**config.mk**
```make
export PLATFORM = sky130hd
export DESIGN_NAME = gpim_ctrl
export DESIGN_NICKNAME = d
export VERILOG_FILES = /design/src/hdl/greedy_point_interval_matcher_unit_macros.svh /design/src/hdl/gpim_pkg.sv /design/src/hdl/gpim_ctrl.sv
export SDC_FILE = /design/constraint.sdc
export NUM_CORES = 1
export LEC_CHECK = 0
export BUFFER_PORTS_ARGS = -buffer_cell sky130_fd_sc_hd__buf_4
export CAP_MARGIN = 20
export CORE_AREA = 8 8 45 47
export DETAILED_ROUTE_END_ITERATION = 8
export DIE_AREA = 0 0 53 55
export HOLD_SLACK_MARGIN = 0.15
export PLACE_DENSITY = 0.54
export SLEW_MARGIN = 25
export SYNTH_ARGS = -nofsm -noshare
export SYNTH_HDL_FRONTEND = slang
export SYNTH_SLANG_ARGS = --single-unit
```
**constraint.sdc**
```tcl
create_clock -name clk -period 1.6 [get_ports clk]
set_input_delay 0.08 -clock clk [delete_from_list [all_inputs] [get_ports clk]]
set_output_delay 0.08 -clock clk [all_outputs]
set_load 0.005 [all_outputs]
```
**src/hdl/greedy_point_interval_matcher_unit_macros.svh**
```systemverilog
// Assertion macros for the greedy point/interval matcher.
// Used by the datapath; no other dependencies.
`ifndef GREEDY_POINT_INTERVAL_MATCHER_UNIT_MACROS_SVH
`define GREEDY_POINT_INTERVAL_MATCHER_UNIT_MACROS_SVH

// ante implies cons in the same cycle
`define GPIM_ASSERT_IMPL(lbl, clk, rst_n, ante, cons) \
	lbl: assert property (@(posedge clk) disable iff (!rst_n) (ante) |-> (cons)) \
		else $error("gpim assertion failed");

// ante implies cons in the next cycle
`define GPIM_ASSERT_NEXT(lbl, clk, rst_n, ante, cons) \
	lbl: assert property (@(posedge clk) disable iff (!rst_n) (ante) |=> (cons)) \
		else $error("gpim assertion failed");

`endif

```
**src/hdl/gpim_pkg.sv**
```systemverilog
// Shared types and constants for the greedy point/interval matcher.
// No dependencies.
package gpim_pkg;

	localparam logic [1:0] OP_LOAD_PT = 2'd0;
	localparam logic [1:0] OP_LOAD_IV = 2'd1;
	localparam logic [1:0] OP_RUN     = 2'd2;

	localparam int MATCH_W   = 11;
	localparam int MATCH_MAX = 2047;

	typedef struct packed {
		logic [1:0]  op;
		logic [31:0] value_a;
		logic [31:0] value_b;
	} in_item_t;

	typedef struct packed {
		logic [MATCH_W-1:0] match_count;
		logic               dropped;
	} out_item_t;

	typedef struct packed {
		logic load;
		logic iscan_start;
		logic iscan_step;
		logic mark_iv;
		logic pscan_start;
		logic pscan_step;
		logic take_pt;
		logic finish;
	} dp_cmd_t;

	typedef struct packed {
		logic iscan_idle;
		logic pscan_idle;
		logic iv_found;
		logic pt_found;
	} dp_stat_t;

endpackage

```
**src/hdl/gpim_ctrl.sv**
```systemverilog
// Controller: sequences interval selection, point search and result handoff.
// Depends on gpim_pkg.
module gpim_ctrl (
	input  logic               clk,
	input  logic               arst_n,
	input  logic               in_valid,
	input  logic [1:0]         in_op,
	output logic               in_ready,
	output logic               out_valid,
	input  logic               out_ready,
	input  gpim_pkg::dp_stat_t stat,
	output gpim_pkg::dp_cmd_t  cmd
);
	typedef enum logic [2:0] {
		S_IDLE, S_ISCAN, S_MARK, S_PSCAN, S_TAKE, S_FIN
	} state_t;

	state_t state_q;
	logic   out_valid_q, accept, can_out;

	assign in_ready  = (state_q == S_IDLE);
	assign accept    = in_valid && in_ready;
	assign can_out   = !out_valid_q || out_ready;
	assign out_valid = out_valid_q;

	always_comb begin
		cmd             = '0;
		cmd.load        = accept
			&& (in_op inside {gpim_pkg::OP_LOAD_PT, gpim_pkg::OP_LOAD_IV});
		cmd.iscan_start = (accept && in_op == gpim_pkg::OP_RUN) || (state_q == S_TAKE);
		cmd.iscan_step  = (state_q == S_ISCAN);
		cmd.mark_iv     = (state_q == S_MARK);
		cmd.pscan_start = (state_q == S_MARK);
		cmd.pscan_step  = (state_q == S_PSCAN);
		cmd.take_pt     = (state_q == S_TAKE) && stat.pt_found;
		cmd.finish      = (state_q == S_FIN) && can_out;
	end

	always_ff @(posedge clk or negedge arst_n) begin
		if (!arst_n) begin
			state_q     <= S_IDLE;
			out_valid_q <= 1'b0;
		end else begin
			if (out_valid_q && out_ready) out_valid_q <= 1'b0;
			case (state_q)
				S_IDLE: begin
					if (accept && in_op == gpim_pkg::OP_RUN) state_q <= S_ISCAN;
				end
				S_ISCAN: begin
					if (stat.iscan_idle) state_q <= stat.iv_found ? S_MARK : S_FIN;
				end
				S_MARK: begin
					state_q <= S_PSCAN;
				end
				S_PSCAN: begin
					if (stat.pscan_idle) state_q <= S_TAKE;
				end
				S_TAKE: begin
					state_q <= S_ISCAN;
				end
				S_FIN: begin
					if (can_out) begin
						out_valid_q <= 1'b1;
						state_q     <= S_IDLE;
					end
				end
				default: state_q <= S_IDLE;
			endcase
		end
	end

endmodule

```
==> results of run 1 <==
[registers in the layout, indices dropped and copies added (netlist names)]
| name | count |
|---|---|
| out_valid | 1 |
| state_q | 3 |
[final cells by class]
type                       count  area [µm²]  share of cell area (%)
sequential                     4         101                    19.2
clock buffer                   3        22.5                    4.27
timing repair buffer          24         188                    35.5
tap                           16        20.0                    3.79
multi-input combinational     28         189                    35.8
inverter                       2        7.51                    1.42
[final timing paths]
check | endpoint | slack, ns | cells after the start | from
setup / recovery | cmd[7] | 0.12 | 3 | state_q[1]$_DFFE_PN0P_
hold / removal | out_valid$_DFF_PN0_ | 0.18 | 2 | arst_n
setup reg to reg | state_q[0]$_DFFE_PN0P_ | 0.32 | 3 | state_q[1]$_DFFE_PN0P_
hold reg to reg | out_valid$_DFF_PN0_ | 0.52 | 2 | out_valid$_DFF_PN0_
max in group asynchronous | state_q[0]$_DFFE_PN0P_ | 1.31 | 2 | arst_n
min in group clk | state_q[1]$_DFFE_PN0P_ | 0.23 | 3 | stat[3]
[routing by layer]
metal / up-vias / track usage [%] / part of all wire, %
met3: 2 / 4.55 / 11
li1: 182 / - / -
met1: 161 / 7.80 / 44
met4: 0 / 6.47 / 2.7
met5: - / 0 / 0
met2: 17 / 9.18 / 42
[what timing repair did]
item                                    4_1_cts  5_1_grt
hold buffers                                  3        0
endpoints found under the setup margin        0        1
gates resized for setup                       0        2
hold endpoints to repair                      7        0
[stage by stage]
stage	hold slack [ns]	power (mW)	util, %	setup slack [ns]
6_report	0.175	0.794	38.2	0.120
5_1_grt	0.184	0.870	38.2	0.0234
4_1_cts	0.171	0.802	37.7	0.0539
3_5_place_dp	-0.119	0.662	33.9	0.311
3_3_place_gp	-0.119	0.658	33.9	0.328
2_1_floorplan	-0.216	0.476	-	0.428
[Yosys cell counts]
master    number
nor2_1         5
dfrtp_1        4
buf_2          3
nor3_1         3
a21oi_1        2
inv_1          2
nand2_1        2
nand2b_1       2
nand3b_1       2
nor3b_1        2
a221o_1        1
a311oi_1       1
a31oi_1        1
and3_1         1
and3b_1        1
buf_4          1
nor2b_1        1
o21ai_0        1
o221ai_2       1
o22ai_2        1
or3_4          1
[power breakdown]
part / total [mW] / internal (mW) / switching, mW
clock network: 0.129 / 0.0842 / 0.0449
registers: 0.215 / 0.145 / 0.0704
logic: 0.450 / 0.261 / 0.189
total: 0.794 / 0.490 / 0.304
[worst max-delay path, stage by stage (launching register included)]
cell and delay, ns:
dfrtp_1 0.46, or3_4 0.42, nor3b_2 0.16, buf_4 0.13
[cells by family after synthesis]
logic type             Yosys count
buffers and inverters            6
and+or+nand+nor                 20
DFF                              4
AOI/OAI and AO/OA                8
[placed cells by master, fill, tap and decap left out]
master	synthesis	final
a21oi_1	2	2
a221o_1	1	1
a311oi_1	1	1
a31oi_1	1	1
and3_1	1	1
and3b_1	1	1
buf_4	1	21
clkbuf_4	0	3
dfrtp_1	4	3
dfrtp_2	0	1
dlygate4sd3_1	0	3
inv_1	2	2
nand2_1	2	2
nand2b_1	2	2
nand3b_1	2	2
nor2_1	5	5
nor2b_1	1	1
nor3_1	3	3
nor3b_1	2	1
nor3b_2	0	1
o21ai_0	1	1
o221ai_2	1	1
o22ai_2	1	1
or3_4	1	1
==> qor.yml, run 1 <==
rows: 14
power_density_nw_per_um2: 1500
viasPerCell: 4.70
synth_cell_types: 21
slew_headroom_pct: 82.5
cts_made_buffers: 3
dieArea_um2: 2920
grt_pass1_wl_mm: 1.49
grt_max_degree: 14
status: "complete, no violations"
clk_latency_ns: 0.24
grt_pass1_vias: 362
post-cts-setup-buffers: 0
synth_top_area_cell: "dfrtp_1"
postPlaceCellArea_um2: 469
synth_simple_gate_area_share_pct: 37.1
n_antenna_cell: 0
leakage_nw: 0.266
tns_ns: 0
fin_skew_ns: 0.000299
start_util_pct: 22.7
vias: 362
synth-compound-area-share_pct: 21.5
fmax_ghz: 0.676
syn_area_um2: 314
path_clk_slew_ns: 0.04
worst_pin_slew_ns: 0.262
grt_use_total_pct: 7.12
yosys.area_share.adder_pct: 0
startpoint_type: "flop"
finalSetupViolations: 0
clockBufferDepth: 2
fin_crit_sh_pct: 92.5
synth_area_leaders: "dfrtp_1 32%, nor2_1 6.0%, buf_2 4.8%"
min_period_ns: 1.48
drive_above_1_share_pct: 47.5
ys_seq_area_share_pct: 31.9
area_delta_synth_final_pct: 68.1
synth.avg_cell_area_um2: 8.26
drtPass1Iterations: 4
place.gp.congestion: 0.755
gr-total-overflow: 0
rsz0062_at_grt: "no"
routed_wl_um: 919
fp.dieH_um: 55
synth_top_family_by_area: "simple AND/OR/NAND/NOR gates"
clock-sinks: 4
synth_nets: 48
cts_tree: "yes"
die_x_um: 53
synth_seq_cells: 4
ctsRootBufferMaster: "clkbuf_4"
crit_arrival_ns: 1.40
final_area_um2: 528
wire_per_inst_um: 11.9
antenna_found_initial: 0
hold_class: "input pin to async pin"
critPathKind: "flop to primary output"
antenna_left: 0
core_um2: 1380
final_cells: 77
dp_cells: 71
final_hold_viol_count: 0
io_buffers: 19
slew_viol_final: 0
synth_xor_area_share_pct: 0
ios: 20
drc: 0
muxShareOfSynthArea_pct: 0
hpwlAfterDp_um: 709
vdd.ir_drop.worst_uv: 642
htreeDepth: 1
nNetsFinal: 73
dr.first_iter.drc_count: 8
cap_violations: 0
synth_cells: 38
synth_top_area_share_pct: 31.9
cp.required_ns: 1.52
cp-end-kind: "primary output"
cp_max_fo: 10
fillers: 141
ys.warnings.count: 0
(Power assumes the default switching activity.)
==> run 2, diff against run 1 <==
==> constraint.sdc (replaced) <==
create_clock -name clk -period 1.6 [get_ports clk]
set_input_delay 0.24 -clock clk [delete_from_list [all_inputs] [get_ports clk]]
set_output_delay 0.24 -clock clk [all_outputs]
set_load 0.005 [all_outputs]
==> qor.yml, run 2 (synthesized netlist as in run 1, its figures left out) <==
final_area_um2: 514  # -2.6%
cts_made_buffers: 3  # unchanged
pre_cts_slack_ns: 0.288  # -0.0223 ns
rows: 14  # unchanged
slew_viol_final: 0  # unchanged
nNetsFinal: 72  # -1.4%
grt_max_degree: 14  # unchanged
busiest_layer: "met2"
slew_headroom_pct: 84.1  # +1.6 points
power_density_nw_per_um2: 1570  # +4.2%
cap_violations: 0  # unchanged
fp.dieH_um: 55  # unchanged
globalRouteMet1Util_pct: 6.27  # -1.5 points
drive_above_1_share_pct: 48.3  # +0.79 points
fillers: 152  # +7.8%
use_met2_pct: 10.9  # +1.8 points
path_clk_slew_ns: 0.03  # about the same
wire_per_inst_um: 12.2  # +2.5%
vias: 357  # -1.4%
viasPerCell: 4.70  # about the same
n_antenna_cell: 0  # unchanged
tns_ns: 0  # unchanged
place.gp.congestion: 0.695  # -7.9%
ctsRootBufferMaster: "clkbuf_4"
vdd.ir_drop.worst_uv: 636  # -0.94%
post-cts-setup-buffers: 0  # unchanged
status: "complete, no violations"
critPathKind: "flop to primary output"
cp.required_ns: 1.36  # -0.16 ns
cp-end-kind: "primary output"
cts_tree: "yes"
rsz0062_at_grt: "no"
final_cell_mix: "22 x buf_4, 5 x nor2_1, 4 x dfrtp_1"
min_period_ns: 1.52  # +0.0438 ns
grt_use_total_pct: 6.90  # -0.22 points
timing.final.ws_setup_ns: 0.0767  # -0.0438 ns
postPlaceCellArea_um2: 477  # +1.6%
ios: 20  # unchanged
routed_wl_um: 930  # +1.2%
seq_area_um2: 100  # -1.2%
antenna_found_initial: 0  # unchanged
fin_crit_sh_pct: 95.2  # +2.7 points
top_register: "state_q"
clock-sinks: 4  # unchanged
crit_arrival_ns: 1.28  # -0.12 ns
clockBufferDepth: 2  # unchanged
hold_class: "input pin to flop"
fmax_ghz: 0.656  # -2.9%
leakage_nw: 0.264  # -1.0%
drtPass1Iterations: 3  # -1
final_hold_viol_count: 0  # unchanged
area_delta_synth_final_pct: 63.7
htreeDepth: 1  # unchanged
fin_skew_ns: 0.00148  # +0.00119 ns
antenna_left: 0  # unchanged
dieArea_um2: 2920  # unchanged
die_x_um: 53  # unchanged
start_util_pct: 22.7  # unchanged
worst_pin_slew_ns: 0.238  # -0.0240 ns
finalSetupViolations: 0  # unchanged
grt_pass1_vias: 366  # +1.1%
largest_register_ffs: 3  # unchanged
clk_latency_ns: 0.23  # about the same
grt_pass1_wl_mm: 1.43  # -4.2%
final_util_pct: 37.2  # -0.99 points
grt_util_met3_pct: 2.94  # -1.6 points
cp_max_fo: 3  # -7
fin_hold_ws_ns: 0.246  # +0.0703 ns
dr.first_iter.drc_count: 4  # -4
startpoint_type: "flop"
multi_input_area_um2: 189  # unchanged
gr-total-overflow: 0  # unchanged
io_buffers: 19  # unchanged
core_um2: 1380  # unchanged
final_common_cell: "buf_4"
drc: 0  # unchanged
==> run 2: path summary, 6_finish.rpt <==
check                                        from                endpoint  cells after the start  slack, ns
max                        state_q[2]$_DFFE_PN0P_                  cmd[7]                      3       0.08
min                                       stat[2]  state_q[1]$_DFFE_PN0P_                      2       0.25
max reg2reg                state_q[2]$_DFFE_PN0P_  state_q[0]$_DFFE_PN0P_                      3       0.40
min reg2reg                   out_valid$_DFF_PN0_     out_valid$_DFF_PN0_                      2       0.52
max in group asynchronous                  arst_n  state_q[1]$_DFFE_PN0P_                      2       1.15
min in group asynchronous                  arst_n     out_valid$_DFF_PN0_                      2       0.35
==> run 2: metal layers <==
| layer | share of wire (%) | vias up |
|---|---|---|
| li1 | - | 179 |
| met1 | 40 | 159 |
| met2 | 46 | 17 |
| met3 | 11 | 2 |
| met4 | 2.0 | 0 |
| met5 | 0 | - |
==> run 2: critical path: stages, from the launching register on <==
cell	delay, ns
dfrtp_1	0.36
or3_4	0.40
nor3b_2	0.16
buf_4	0.13
==> run 2: final cells by class <==
cell class	count	area share (%)
clock buffers	3	4.38
multi-input cells	28	36.7
repair buffers	23	34.1
well taps	16	3.89
flip-flops and latches	4	19.5
inverters	2	1.46
==> run 2: what timing repair did <==
action | 4_1_cts | 5_1_grt
gates resized for setup | 0 | 1
hold endpoints to repair | 4 | 0
hold buffers | 1 | 0
endpoints found under the setup margin | 0 | 1
==> run 2: power breakdown <==
part / internal (mW) / switching (mW)
Sequential: 0.142 / 0.0205
Clock: 0.0838 / 0.0402
Combinational: 0.275 / 0.244
Total: 0.501 / 0.305
==> run 2: stage by stage <==
step | cells | power, mW
floorplan | 38 | 0.476
global placement | 72 | 0.685
detailed placement | 72 | 0.690
CTS | 76 | 0.820
global route | 76 | 0.880
finish | 76 | 0.806
==> run 3, diff against run 2 <==
==> constraint.sdc (replaced) <==
create_clock -name clk -period 1.6 [get_ports clk]
set_input_delay 0.4 -clock clk [delete_from_list [all_inputs] [get_ports clk]]
set_output_delay 0.4 -clock clk [all_outputs]
set_load 0.005 [all_outputs]
==> qor.yml, run 3 (synthesized netlist as in run 1, its figures left out) <==
status: "complete, but fails checks"
violations: "negative setup slack"
ios: 20  # unchanged
vdd.ir_drop.worst_uv: 597  # -6.0%
hpwlAfterDp_um: 713
drive_above_1_share_pct: 54.1  # +5.8 points
top_register: "state_q"
worstReg2RegStart: "state_q[2]$_DFFE_PN0P_"
worstHoldEndpoint: "state_q[1]$_DFFE_PN0P_"
pre_cts_slack_ns: 0.133  # -0.156 ns
nNetsFinal: 73  # +1.4%
final_cell_mix: "23 x buf_4, 5 x nor2_1, 4 x dfrtp_1"
antenna_found_initial: 0  # unchanged
finalSetupViolations: 1  # +1
dieArea_um2: 2920  # unchanged
grt_pass1_vias: 349  # -4.6%
cap_violations: 0  # unchanged
startpoint_type: "flop"
crit_arrival_ns: 1.28  # about the same
fp.dieH_um: 55  # unchanged
routed_wl_um: 938  # +0.86%
cp-end-kind: "primary output"
min_from: "stat[2]"
grt_use_total_pct: 6.62  # -0.28 points
slew_headroom_pct: 85.6  # +1.5 points
fmax_ghz: 0.597  # -9.1%
core_um2: 1380  # unchanged
wire_per_inst_um: 12.2  # -0.45%
cts_tree: "yes"
antenna_left: 0  # unchanged
final_util_pct: 39.0  # +1.8 points
leakage_nw: 0.275  # +4.4%
drc: 0  # unchanged
fin_hold_ws_ns: 0.408  # +0.162 ns
clock-sinks: 4  # unchanged
htreeDepth: 1  # unchanged
fin_crit_sh_pct: 105  # +9.5 points
start_util_pct: 22.7  # unchanged
final_area_um2: 539  # +4.9%
slew_viol_final: 0  # unchanged
min_period_ns: 1.68  # +0.152 ns
clk_latency_ns: 0.23  # about the same
power_density_nw_per_um2: 1600  # +2.1%
rows: 14  # unchanged
final_cells: 77  # +1.3%
path_clk_slew_ns: 0.04  # about the same
final_common_cell: "buf_4"
dr.first_iter.drc_count: 1  # -3
area_delta_synth_final_pct: 71.7
critPathKind: "flop to primary output"
final_hold_viol_count: 0  # unchanged
postPlaceCellArea_um2: 477  # unchanged
hold_class: "input pin to flop"
rsz0062_at_grt: "yes"
hold_depth: 2  # unchanged
gr-total-overflow: 0  # unchanged
cts_made_buffers: 3  # unchanged
place.gp.congestion: 0.722  # +3.9%
cp.required_ns: 1.20  # -0.16 ns
r2r_end: "state_q[0]$_DFFE_PN0P_"
r2r_slack_ns: 0.29  # -0.11 ns
vias: 357  # unchanged
grt_max_degree: 14  # unchanged
die_x_um: 53  # unchanged
grt_pass1_wl_mm: 1.40  # -2.0%
fin_skew_ns: 0.00418  # +0.00270 ns
fillers: 152  # unchanged
rr_worst_depth: 4  # +1
ctsRootBufferMaster: "clkbuf_4"
viasPerCell: 4.64  # -1.3%
timing.final.ws_setup_ns: -0.0752  # -0.152 ns
drtPass1Iterations: 4  # +1
worst_pin_slew_ns: 0.215  # -0.0234 ns
n_antenna_cell: 0  # unchanged
dp_cells: 72  # unchanged
largest_register_ffs: 3  # unchanged
io_buffers: 19  # unchanged
clockBufferDepth: 2  # unchanged
cp_max_fo: 3  # unchanged
==> run 3: cell types whose count changed in the layout (fill, tap and decap cells not counted) <==
cell | previous run | this run
nor3_1 | 3 | 2
nor3b_2 | 1 | 2
buf_4 | 22 | 23
nor3b_1 | 1 | 0
nand2b_4 | 0 | 1
nor3_2 | 0 | 1
nand2b_1 | 2 | 1
==> run 3: per-stage QoR <==
stage / setup TNS [ns] / total power [mW]
after floorplan: 0 / 0.476
after global routing: -0.212 / 0.944
after detailed placement: 0 / 0.684
final: -0.0752 / 0.863
after CTS: -0.0918 / 0.827
after global placement: 0 / 0.683
==> run 3: how the worst max path moves through the flow <==
stage	from	endpoint	slack (ns)	depth (start not counted)
6_report	state_q[2]$_DFFE_PN0P_	cmd[7]	-0.08	3
2_1_floorplan	state_q[2]$_DFFE_PN0P_	cmd[4]	0.19	3
5_1_grt	state_q[2]$_DFFE_PN0P_	cmd[7]	-0.15	3
3_3_place_gp	state_q[2]$_DFFE_PN0P_	cmd[7]	0.13	3
3_5_place_dp	state_q[2]$_DFFE_PN0P_	cmd[7]	0.13	3
4_1_cts	state_q[2]$_DFFE_PN0P_	cmd[7]	-0.09	3
==> run 3: critical path, stage by stage, from the launching register on <==
cell     delay [ns]
dfrtp_1        0.36
or3_4          0.40
nor3b_2        0.15
buf_4          0.12
==> run 3: cell type report <==
type | count | area [µm²] | share of cell area (%)
tap | 16 | 20.0 | 3.71
clock buffer | 3 | 22.5 | 4.18
inverter | 2 | 7.51 | 1.39
multi-input combinational | 28 | 206 | 38.3
timing repair buffer | 24 | 183 | 33.9
sequential | 4 | 100 | 18.6
==> run 3: what timing repair did <==
action,4_1_cts,5_1_grt
setup endpoints to repair,3,6
resized for setup,2,2
buffers inserted,0,1
endpoints found under the hold margin,4,0
cloned,0,0
hold buffers,1,0
==> run 3: layer usage <==
| layer | GRT usage (%) | share of wire, % | up-vias |
|---|---|---|---|
| met5 | 0 | 0 | - |
| met4 | 5.17 | 2.0 | 0 |
| met2 | 9.18 | 44 | 15 |
| li1 | - | - | 183 |
| met3 | 3.48 | 9.3 | 2 |
| met1 | 7.48 | 44 | 157 |
==> run 3: where the power goes <==
part / internal, mW / switching (mW)
logic: 0.308 / 0.263
clock network: 0.0839 / 0.0418
registers: 0.142 / 0.0231
